$ cat config.mk
export PLATFORM = sky130hd
export DESIGN_NAME = nbm4_out_skid
export DESIGN_NICKNAME = d
export VERILOG_FILES = /design/src/rtl/nbm4_pkg.sv /design/src/rtl/nbm4_out_skid.sv
export SDC_FILE = /design/constraint.sdc
export NUM_CORES = 1
export LEC_CHECK = 0
export BUFFER_PORTS_ARGS = -buffer_cell sky130_fd_sc_hd__buf_2
export CAP_MARGIN = 20
export CORE_MARGIN = 3
export CORE_UTILIZATION = 55
export CTS_CLUSTER_DIAMETER = 200
export DETAILED_ROUTE_END_ITERATION = 10
export PLACE_DENSITY = 0.87
export SYNTH_ARGS = -nofsm -noshare
export SYNTH_HDL_FRONTEND = slang
export SYNTH_SLANG_ARGS = --single-unit
$ cat constraint.sdc
create_clock -name aclk -period 15.4 [get_ports aclk]
set_input_delay 3.08 -clock aclk [delete_from_list [all_inputs] [get_ports aclk]]
set_output_delay 3.08 -clock aclk [all_outputs]
set_load 0.02 [all_outputs]
$ cat src/rtl/nbm4_pkg.sv
// ----------------------------------------------------------------------------
// nbm4_pkg
// Shared types and constants for the degree-4 twisted-ring base multiplier.
// ----------------------------------------------------------------------------
package nbm4_pkg;

    localparam int COEF_W   = 16;
    localparam int NCOEF    = 4;
    localparam int PROD_W   = 2 * COEF_W;
    localparam int IN_W     = 10 * COEF_W;
    localparam int OUT_W    = NCOEF * COEF_W;
    localparam int MONT_LAT = 3;

    typedef logic signed [COEF_W-1:0] coef_t;
    typedef coef_t [NCOEF-1:0]        coef_vec_t;
    typedef coef_vec_t [NCOEF-1:0]    coef_mat_t;
    typedef logic signed [PROD_W-1:0] prod_t;

    // modulus, its inverse mod 2^16, and the final scaling factor pair
    localparam coef_t       MOD_Q    = 16'sd3457;
    localparam logic [15:0] MOD_QINV = 16'd12929;
    localparam coef_t       RSQ_F    = 16'sd867;
    localparam coef_t       RSQ_FQ   = 16'sd2787;

endpackage

$ cat src/rtl/nbm4_out_skid.sv
// ----------------------------------------------------------------------------
// nbm4_out_skid
// Output register with one skid entry; ready toward the pipeline is registered.
// ----------------------------------------------------------------------------
module nbm4_out_skid (
    input  logic                          aclk,
    input  logic                          aresetn,
    input  logic                          in_valid,
    input  logic [nbm4_pkg::OUT_W-1:0]    in_data,
    output logic                          in_ready,
    output logic                          m_tvalid,
    input  logic                          m_tready,
    output logic [nbm4_pkg::OUT_W-1:0]    m_tdata
);
    import nbm4_pkg::*;

    logic             out_valid_reg, out_valid_next;
    logic             skid_valid_reg, skid_valid_next;
    logic [OUT_W-1:0] out_data_reg, out_data_next;
    logic [OUT_W-1:0] skid_data_reg, skid_data_next;
    logic             take;

    assign take = in_valid && in_ready;

    always_comb begin
        out_valid_next  = out_valid_reg;
        out_data_next   = out_data_reg;
        skid_valid_next = skid_valid_reg;
        skid_data_next  = skid_data_reg;
        if (!out_valid_reg || m_tready) begin
            out_valid_next  = skid_valid_reg || take;
            out_data_next   = skid_valid_reg ? skid_data_reg : in_data;
            skid_valid_next = 1'b0;
        end else if (take) begin
            // output is held, park the item
            skid_valid_next = 1'b1;
            skid_data_next  = in_data;
        end
    end

    always_ff @(posedge aclk) begin
        if (!aresetn) begin
            out_valid_reg  <= 1'b0;
            skid_valid_reg <= 1'b0;
        end else begin
            out_valid_reg  <= out_valid_next;
            skid_valid_reg <= skid_valid_next;
        end
    end

    always_ff @(posedge aclk) begin
        out_data_reg  <= out_data_next;
        skid_data_reg <= skid_data_next;
    end

    assign in_ready = !skid_valid_reg;
    assign m_tvalid = out_valid_reg;
    assign m_tdata  = out_data_reg;

endmodule

# Word level (Yosys, flattened, before mapping)
# Index checks and enable logic that the tools add are counted.
totals:
  wordCells: 14
  ff_bits: 130
op_classes:
  bitwise: 2
  reduce_logical: 7
  mux: 1
op_table:
  columns: ["cell", "count"]
  rows:
  - ["$mux 64", 1]
  - ["$logic_not 1->1", 2]
  - ["$logic_or 1x1->1", 2]
  - ["$not 1->1", 2]
  - ["$reduce_and 2->1", 1]
  - ["$reduce_or 2->1", 1]
  - ["$logic_and 1x1->1", 1]

# Longest topological paths before layout
depth:
  word_depth: 4
  depth_mapped: 4
  mapped_depth_nobuf: 2

# Worst setup path before layout
# Ideal clock, no wire load.
synth_path:
  kind: "input to register"
  from: "in m_tready"
  to: "reg skid_data_reg[0] (enable)"
  required_ns: 14.822
  stages: 2
  arrival_ns: 9.481
  slack_ns: 5.341
  n_path_buf: 0
  setup_time_ns: 0.578
  cell_sequence: "nand2b_1 > nor3b_1"
synth_between:
  elab_chain_cells: 3
synth_rtl:
  columns: ["item", "line", "source"]
  rows:
  - ["start, declared", "nbm4_out_skid.sv:12", "input logic m_tready,"]
  - ["$logic_or 1x1->1", "nbm4_out_skid.sv:30", "if (!out_valid_reg || m_tready) begin"]
  - ["$not 1->1 (no line)", null, null]
  - ["$reduce_and 2->1 (no line)", null, null]
  - ["end signal, assigned", "nbm4_out_skid.sv:53", "skid_data_reg <= skid_data_next;"]
  - ["end, declared", "nbm4_out_skid.sv:20", "logic [OUT_W-1:0] skid_data_reg, skid_data_next;"]
# Every way passes these cells.
# A chain may end at the register's enable or synchronous reset.

# Worst setup path in the final report
layout_path:
  from: "reg skid_valid_reg"
  to: "out in_ready"
layout_between:
  elab_chain_cells: 1
layout_rtl:
  columns: ["item", "line", "source"]
  rows:
  - ["start, declared", "nbm4_out_skid.sv:18", "logic skid_valid_reg, skid_valid_next;"]
  - ["start signal, assigned", "nbm4_out_skid.sv:47", "skid_valid_reg <= skid_valid_next;"]
  - ["$logic_not 1->1", "nbm4_out_skid.sv:56", "assign in_ready = !skid_valid_reg;"]
  - ["end, declared", "nbm4_out_skid.sv:10", "output logic in_ready,"]
# Every way passes these cells.

==> summary.md <==
| Metric | Value |
|---|---|
| Status | finished clean |
| Sequential-to-total area share from yosys stat | 0.826 |
| Worst hold path class | reg2reg |
| Fin worst setup slack | 10650 ps |
| Seq cells post-synth | 130 |
| Crit path launch type | register |
| Setup CP Type | reg2out |
| Nature of the critical path endpoint | output port |
| Cts hold-fix bufs | 0 |
| CTS tree | built |
| RSZ-0062 raised after global routing | false |
| CTS clk-pin slew, worst paths | 60 ps |
| Slew Limit Headroom | 0.384 |
| CTS max path bufs | 2 |
| H-tree levels | 4 |
| Final Setup Violations | 0 |
| Final Hold Fails | 0 |
| Total CTS buffers | 17 |
| YS warnings | 0 |
| Highest clock rate | 211 MHz |
| Share of layout cells above drive strength 1 | 0.637 |
| Setup TNS | 0 ps |
| Power Density | 143 mW/mm^2 |
| Syn Nets | 275 |
| Routing usage on met3 | 0.0623 |
| M2 GR Usage | 0.258 |
| Nets | 421 |
| Worst-margin pin slew | 923 ps |
| Vias in the first global route | 2487 |
| PortBufs | 133 |
| Routed len/inst | 17.0 um |
| Area Growth Syn to Fin | 29.0% |
| Root buf cell | clkbuf_8 |
| Core area | 0.00826 mm^2 |
| GR peak layer | met2 |
| Post-synth cell types | 12 |
| Detail Route Antenna Nets | 0 |
| ANT cells | 0 |
| Residual DRC | 0 |
| Largest net degree at the start of global routing | 68 |
| Final Util | 0.734 |
| Top Ports | 134 |
| FF-to-FF setup slack | 13060 ps |
| Total grt overflow | 0 |
| Most common cell after layout, fill and taps aside | buf_2 |
| Via/cell ratio | 5.12 |
| Final Max Slew Viols | 0 |
| Tmin final | 4750 ps |
| Max Cap Viol | 0 |
| Peak supply drop | 99.1 uV |
| Crit Path Max Fanout | 67 |
| # clock sinks | 130 |
| HPWL after DPL | 5010 um |
| Die height | 98.5 um |
| Die Area | 0.00969 mm^2 |
| Final wirelength | 8000 um |
| Pre-Repair DR Iteration Count | 4 |
| Starting density of the core | 0.569 |
| Leak pwr | 2.32 nW |
| Met1 Resource Use GR | 0.225 |
| Row count | 33 |
| First-pass GRT wire length | 12400 um |
| Synth Area per Inst | 22.7 um^2 |
| Clk_lat worst skew | 490 ps |
| Routability cong. | 0.696 |
| Post-CTS setup buffer count | 0 |
| Clock Skew | 5.89 ps |
| Initial antenna violation count | 1 |
| GRT Total Usage | 0.168 |
| DP Worst Slack | 10150 ps |
| DR vias | 2413 |
| Fraction of the cycle the final worst path needs | 0.308 |
| Required time worst endpoint | 12320 ps |
| Commonest non-fill, non-tap cells in the layout | buf_2, edfxtp_1, mux2_2 |
| Post-Syn Area | 0.00470 mm^2 |
| Cells after Synth | 207 |
| CP Data Arrival Time | 1670 ps |
| Post-CTS Resized | 0 |
| Die width | 98.5 um |
| Iteration-0 DRC Markers | 87 |
cell type report:
| class | count | area (um^2) |
|---|---|---|
| sequential | 130 | 3890 |
| timing repair buffer | 134 | 673 |
| inverter | 1 | 3.75 |
| clock inverter | 15 | 183 |
| multi-input combinational | 69 | 771 |
| clock buffer | 17 | 414 |
| fill | 525 | 2190 |
| tap | 105 | 131 |
cell families after synthesis:
group                  after synthesis  share of synthesized area
AOI/OAI and AO/OA                    1                    0.00160
buffers and inverters                8                     0.0128
muxes                               64                      0.153
DFF                                130                      0.826
and+or+nand+nor                      4                    0.00639
critical path, stage by stage, from the launching register on:
cell and delay [ps]:
dfxtp_4 910, inv_1 80, buf_2 180
layer usage:
layer,part of all wire,wire length [um],vias to the layer above
li1,-,-,1130
met1,0.42,3400,1178
met2,0.49,3930,95
met3,0.079,630,8
met4,0.0045,36,2
met5,0.00087,7,-
metrics by stage:
stage	power, mW	instances	hold slack (ps)	cell area [um^2]
6_report	0.868	471	547	6060
5_1_grt	0.895	471	556	6060
4_1_cts	0.876	471	547	6060
3_5_place_dp	0.481	439	531	5470
3_3_place_gp	0.479	439	527	5470
2_1_floorplan	0.455	207	523	4700
cell usage after synthesis:
| library cell | count | share of area |
|---|---|---|
| inv_1 | 1 | 0.00080 |
| buf_2 | 3 | 0.0032 |
| dfxtp_1 | 2 | 0.0085 |
| a21boi_1 | 1 | 0.0016 |
| nor3b_2 | 1 | 0.0027 |
| buf_6 | 3 | 0.0072 |
| edfxtp_1 | 128 | 0.82 |
| buf_4 | 1 | 0.0016 |
| mux2_2 | 64 | 0.15 |
| nand2b_1 | 1 | 0.0013 |
| nor3b_1 | 1 | 0.0016 |
| nor2_1 | 1 | 0.00080 |
report_power, final:
group	total (mW)	switching (mW)	leakage (nW)	internal, mW
combinational	0.0578	0.0343	0.775	0.0235
clock	0.395	0.147	0.283	0.248
sequential	0.415	0.00601	1.26	0.409
total	0.868	0.187	2.32	0.681
path summary, 6_finish.rpt:
check                               from                         end  cells past startpoint
max reg2reg        m_tvalid$_SDFFE_PN0P_  skid_data_reg[2]$_DFFE_PP_                      3
min reg2reg  skid_data_reg[50]$_DFFE_PP_       m_tdata[50]$_DFFE_PP_                      1
max          skid_valid_reg$_SDFFE_PP0P_                    in_ready                      2
min          skid_data_reg[50]$_DFFE_PP_       m_tdata[50]$_DFFE_PP_                      1
Power figures use the tool's default switching activity.
