==> src/rtl/nbm4_pkg.sv <==
// ----------------------------------------------------------------------------
// nbm4_pkg
// Shared types and constants for the degree-4 twisted-ring base multiplier.
// ----------------------------------------------------------------------------
package nbm4_pkg;

    localparam int COEF_W   = 16;
    localparam int NCOEF    = 4;
    localparam int PROD_W   = 2 * COEF_W;
    localparam int IN_W     = 10 * COEF_W;
    localparam int OUT_W    = NCOEF * COEF_W;
    localparam int MONT_LAT = 3;

    typedef logic signed [COEF_W-1:0] coef_t;
    typedef coef_t [NCOEF-1:0]        coef_vec_t;
    typedef coef_vec_t [NCOEF-1:0]    coef_mat_t;
    typedef logic signed [PROD_W-1:0] prod_t;

    // modulus, its inverse mod 2^16, and the final scaling factor pair
    localparam coef_t       MOD_Q    = 16'sd3457;
    localparam logic [15:0] MOD_QINV = 16'd12929;
    localparam coef_t       RSQ_F    = 16'sd867;
    localparam coef_t       RSQ_FQ   = 16'sd2787;

endpackage

==> src/rtl/nbm4_fixd.sv <==
// ----------------------------------------------------------------------------
// nbm4_fixd
// Two-stage multiply by a factor in Montgomery form on four lanes,
// plus a per-lane addend.
// ----------------------------------------------------------------------------
module nbm4_fixd (
    input  logic                aclk,
    input  logic                aresetn,
    input  logic                en,
    input  logic                in_valid,
    input  nbm4_pkg::coef_vec_t x,
    input  nbm4_pkg::coef_t     f,
    input  nbm4_pkg::coef_t     fq,
    input  nbm4_pkg::coef_vec_t addend,
    output logic                out_valid,
    output nbm4_pkg::coef_vec_t y
);
    import nbm4_pkg::*;

    prod_t     hp_next [NCOEF];
    coef_t     lq_next [NCOEF];
    prod_t     hp_reg  [NCOEF];
    coef_t     lq_reg  [NCOEF];
    coef_t     add_reg [NCOEF];
    prod_t     tq      [NCOEF];
    coef_vec_t y_next;
    coef_vec_t y_reg;
    logic      va_reg, vb_reg;

    always_ff @(posedge aclk) begin
        if (!aresetn) begin
            va_reg <= 1'b0;
            vb_reg <= 1'b0;
        end else if (en) begin
            va_reg <= in_valid;
            vb_reg <= va_reg;
        end
    end

    always_comb begin
        for (int k = 0; k < NCOEF; k++) begin
            hp_next[k] = prod_t'($signed(x[k])) * prod_t'(f);
            lq_next[k] = coef_t'(x[k] * fq);
            tq[k]      = prod_t'(lq_reg[k]) * prod_t'(MOD_Q);
            y_next[k]  = hp_reg[k][PROD_W-1:COEF_W] - tq[k][PROD_W-1:COEF_W] + add_reg[k];
        end
    end

    always_ff @(posedge aclk) begin
        if (en) begin
            for (int k = 0; k < NCOEF; k++) begin
                hp_reg[k]  <= hp_next[k];
                lq_reg[k]  <= lq_next[k];
                add_reg[k] <= addend[k];
            end
            y_reg <= y_next;
        end
    end

    assign out_valid = vb_reg;
    assign y         = y_reg;

endmodule

==> config.mk <==
export PLATFORM = sky130hd
export DESIGN_NAME = nbm4_fixd
export DESIGN_NICKNAME = d
export VERILOG_FILES = /design/src/rtl/nbm4_pkg.sv /design/src/rtl/nbm4_fixd.sv
export SDC_FILE = /design/constraint.sdc
export NUM_CORES = 2
export LEC_CHECK = 0
export ABC_AREA = 1
export BUFFER_PORTS_ARGS = -buffer_cell sky130_fd_sc_hd__buf_2
export CAP_MARGIN = 20
export CELL_PAD_IN_SITES_DETAIL_PLACEMENT = 2
export CELL_PAD_IN_SITES_GLOBAL_PLACEMENT = 2
export CORE_ASPECT_RATIO = 2
export CORE_UTILIZATION = 25
export CTS_CLUSTER_SIZE = 28
export DETAILED_ROUTE_END_ITERATION = 12
export PLACE_DENSITY_LB_ADDON = 0.2
export SLEW_MARGIN = 10
export SYNTH_ARGS = -nofsm -noshare
export SYNTH_HDL_FRONTEND = slang
export SYNTH_SLANG_ARGS = --single-unit
==> constraint.sdc <==
create_clock -name aclk -period 19.6 [get_ports aclk]
set_clock_uncertainty 0.1 [all_clocks]
set_input_delay 1.96 -clock aclk [delete_from_list [all_inputs] [get_ports aclk]]
set_output_delay 1.96 -clock aclk [all_outputs]
set_load 0.03 [all_outputs]
Word level (Yosys, flattened, before mapping)
Memories as Yosys holds them, arrays and structs flattened.
Index checks and enable logic that the tools add are counted.
{"block": "totals", "register_bits": 66, "latch_bits": 0, "mem_bits_rw": 256, "mem_bits_ro": 0, "in_bits": 164, "output_inout_bits": 65, "word_cells": 31, "n_memories": 3}
{"block": "classes", "add_sub_neg": 8, "multipliers": 12, "div": 0, "n_lt_le_gt_ge": 0, "eq_ne": 0, "shifts": 0, "n_mux": 2, "bitwise": 0, "reduce_logical": 0}
{"name": "hp_reg", "depth": 4, "word_bits": 32, "read_ports": 4, "rd_clocked_by_memory_dff": 0, "wr": 4, "line": "nbm4_fixd.sv:22", "source": "prod_t hp_reg [NCOEF];"}
{"name": "add_reg", "depth": 4, "word_bits": 16, "read_ports": 4, "rd_clocked_by_memory_dff": 0, "wr": 4, "line": "nbm4_fixd.sv:24", "source": "coef_t add_reg [NCOEF];"}
{"name": "lq_reg", "depth": 4, "word_bits": 16, "read_ports": 4, "rd_clocked_by_memory_dff": 0, "wr": 4, "line": "nbm4_fixd.sv:23", "source": "coef_t lq_reg [NCOEF];"}
{"operator": "$mul 16x16->32", "n": 4}
{"operator": "$mul 16x13->29 const B", "n": 4}
{"operator": "$add 16x16->16", "n": 4}
{"operator": "$mul 16x16->16", "n": 4}
{"operator": "$sub 16x13->16", "n": 4}
{"operator": "$mux 1", "n": 2}

Logic depth before layout (Yosys ltp)
{"block": "depth", "depth_word": 3, "mapped_depth": 33}

Worst setup path before layout
OpenSTA, ideal clock, no wires.
{"block": "synth_timing", "kind": "input port to flip-flop", "start": "input f[2]", "end": "memory hp_reg[3][29] (netlist name), data pin", "setup_time_ps": 258, "arrival_time_ps": 7412, "required_ps": 19242, "slack_ps": 11830, "stages": 23, "path_buffers": 2, "path_cell_list": "clkbuf_1 clkbuf_1 nand2_1 fa_1 inv_1 fa_1 inv_1 fa_1 inv_1 fa_1 inv_1 fa_1 inv_1 fa_1 ha_1 nand2_1 nor2_1 inv_1 nor3_1 a21boi_0 a211oi_1 nand2_1 xor2_1"}
{"item": "from (decl)", "line": "nbm4_fixd.sv:12", "source": "input nbm4_pkg::coef_t f,"}
{"item": "to (decl)", "line": "nbm4_fixd.sv:22"}

==> impl_metrics.ini <==
[grt]
antenna_found_initial = 39
first_global_vias = 77730
grt_pass1_wl_mm = 461.1
grt_max_degree = 78
grt_usage = 0.1890
grt_overflow = 0

[worst_setup_path]
worstSetupEndpointType = register
crit_fanout = 40
rr_startpoint = lq_reg[2][15]$_DFFE_PP_
r2r_cells = 23
start_kind = input port
arrival_ns = 8.67
required_ns = 19.93
r2r-end = y[47]$_DFFE_PP_
reg2reg_slack_ns = 12.56
critPathKind = input port to register

[logic_synthesis]
synthFlopType = edfxtp_1
synth_top_area_share = 0.3856
synth_commonest_cells = 2870 x inv_1, 2334 x nand2_1, 1554 x fa_1
synth-seq-cells = 258
synth_cells = 9875
synth_fp_nets = 12500
postSynthAreaPerCell_um2 = 8.170
yosysUniqueCellTypes = 46
async_flop_share = 0
synth_area_leaders = fa_1 39%, ha_1 14%, inv_1 13%
synth_edf_count = 256
ys.warnings.count = 0
synth.most_common_cell = inv_1
yosysTopAreaCell = fa_1
netlist_area_um2 = 80680
ys_seq_area_frac = 0.09577

[sta]
fin_crit_ns = 8.345
drv_slew = 0
rsz0062_at_grt = no
setup_ws_ns = 11.25
tightest_slew_ns = 1.068
setup_viol_count_final = 0
slew-limit-headroom = 0.2878
tns_ns = 0
fmax_mhz = 119.8
hold_viol = 0
period_share = 0.4258

[die]
die_w_um = 403.7
io_pins = 229
rows = 294
start_util = 0.2515
core_area_um2 = 320800
die_area_um2 = 325100
die_h_um = 805.4

[layout]
drive_gt1_frac = 0.04336
fin_nets = 12520
final_util = 0.2737
syn_to_final_growth_pct = 8.804

[clock_tree]
cts-buffers-inserted = 36
cts_resized = 0
cts_max_level = 2
clkSinkCount = 258
clk_pin_slew_worst_paths_ns = 0.06
cts_tree = yes
root_buffer = clkbuf_16
clock_path_buffers = 3
clock_latency_ns = 0.67
ctsHoldBuffers = 0
postCtsSetupBuffers = 0

[route]
vias = 63420
final_antenna_net_count = 0
avgRoutedWirePerCell_um = 21.25
wl_mm = 302.1
drc_errors = 0
via_per_inst = 4.460
drt_iter0_drc = 1530
firstDrtPassIters = 5

[placed_design]
port_buffers = 228
hpwl_mm = 252.1
gp_congestion = 0.8266
dpl_worst_slack_ns = 10.45

[worst_hold_path]
holdCritPathClass = register to register
hold_start = va_reg$_SDFFE_PN0P_
worstHoldEndpoint = out_valid$_SDFFE_PN0P_
hold-path-cell-count = 2

[run]
cap_violations = 0

[status]
outcome = finished clean
## worst max-delay path, cell delays in order
cell and delay [ns]:
buf_4 0.35, buf_4 0.68, nand2_1 0.21, inv_1 0.19, fa_1 0.52, fa_1 0.92, inv_1 0.11, fa_1 0.49
inv_1 0.05, fa_1 0.53, inv_1 0.05, fa_1 0.47, inv_1 0.05, fa_1 0.44, ha_1 0.34, nand2_1 0.14
inv_1 0.05, a21oi_1 0.31, o221ai_1 0.20, a21oi_1 0.15, nand2_1 0.09, xor2_1 0.33
## worst max-delay path by stage
stage          from                       to  cells after the start
3_5_place_dp   f[1]  hp_reg[1][28]$_DFFE_PP_                     22
6_report       f[1]  hp_reg[1][28]$_DFFE_PP_                     22
5_1_grt        f[1]  hp_reg[2][24]$_DFFE_PP_                     20
4_1_cts        f[1]  hp_reg[1][28]$_DFFE_PP_                     22
2_1_floorplan  f[2]  hp_reg[3][29]$_DFFE_PP_                     23
3_3_place_gp   f[1]  hp_reg[2][24]$_DFFE_PP_                     20
## cell usage in the layout (no fill, tap or decap), drive strengths merged, types with 38 or more instances in the layout
| cell | synthesis | layout |
|---|---|---|
| o21ai | 174 | 174 |
| buf | 139 | 314 |
| fa | 1554 | 1554 |
| nand3 | 214 | 214 |
| a21o | 67 | 67 |
| a21oi | 342 | 342 |
| nand2 | 2336 | 2336 |
| xor2 | 199 | 199 |
| clkbuf | 195 | 38 |
| nor2 | 232 | 232 |
| xnor2 | 121 | 121 |
| inv | 2871 | 2875 |
| nor3 | 41 | 41 |
| nand4 | 45 | 45 |
| edfxtp | 256 | 256 |
| or2 | 50 | 50 |
| ha | 910 | 910 |
## final cells by class
class,instances,area (um^2)
Clock inverter,24,249.0
Timing Repair Buffer,314,1827
Fill cell,37230,233000
Clock buffer,38,929.6
Tap cell,4292,5370
Inverter,2871,10780
Multi-Input combinational cell,6412,60880
Sequential cell,258,7727
Antenna cell,9,22.52
## stage by stage
| stage | instances | hold slack, ns | cell area [um^2] |
|---|---|---|---|
| floorplan | 9875 | 0.3482 | 80680 |
| global placement | 14150 | 0.3603 | 86590 |
| detailed placement | 14150 | 0.3932 | 86590 |
| CTS | 14210 | 0.4070 | 87760 |
| global route | 14210 | 0.4384 | 87770 |
| finish | 14220 | 0.3979 | 87790 |
## layer usage
metal,routed length [um],vias up,track usage
met2,185100,664,0.4128
met5,283,-,0
met4,10240,46,0.06018
met1,100200,33430,0.1746
li1,-,28860,-
met3,6253,420,0.01770
## logic make-up (layout without fill, tap and decap cells)
family,Yosys count,in the layout,share of synthesized area
compound gates,672,672,0.04685
xor+xnor,320,320,0.03474
fa+ha+maj,2464,2464,0.5267
buf+inv,3205,3247,0.1496
flops,258,258,0.09577
mux,2,2,0.0002481
other cells,0,9,0
simple gates,2954,2954,0.1461
Power is left out: the tool's default activity adds up to more than one toggle a clock period on the data nets, which glitch-free logic cannot reach.
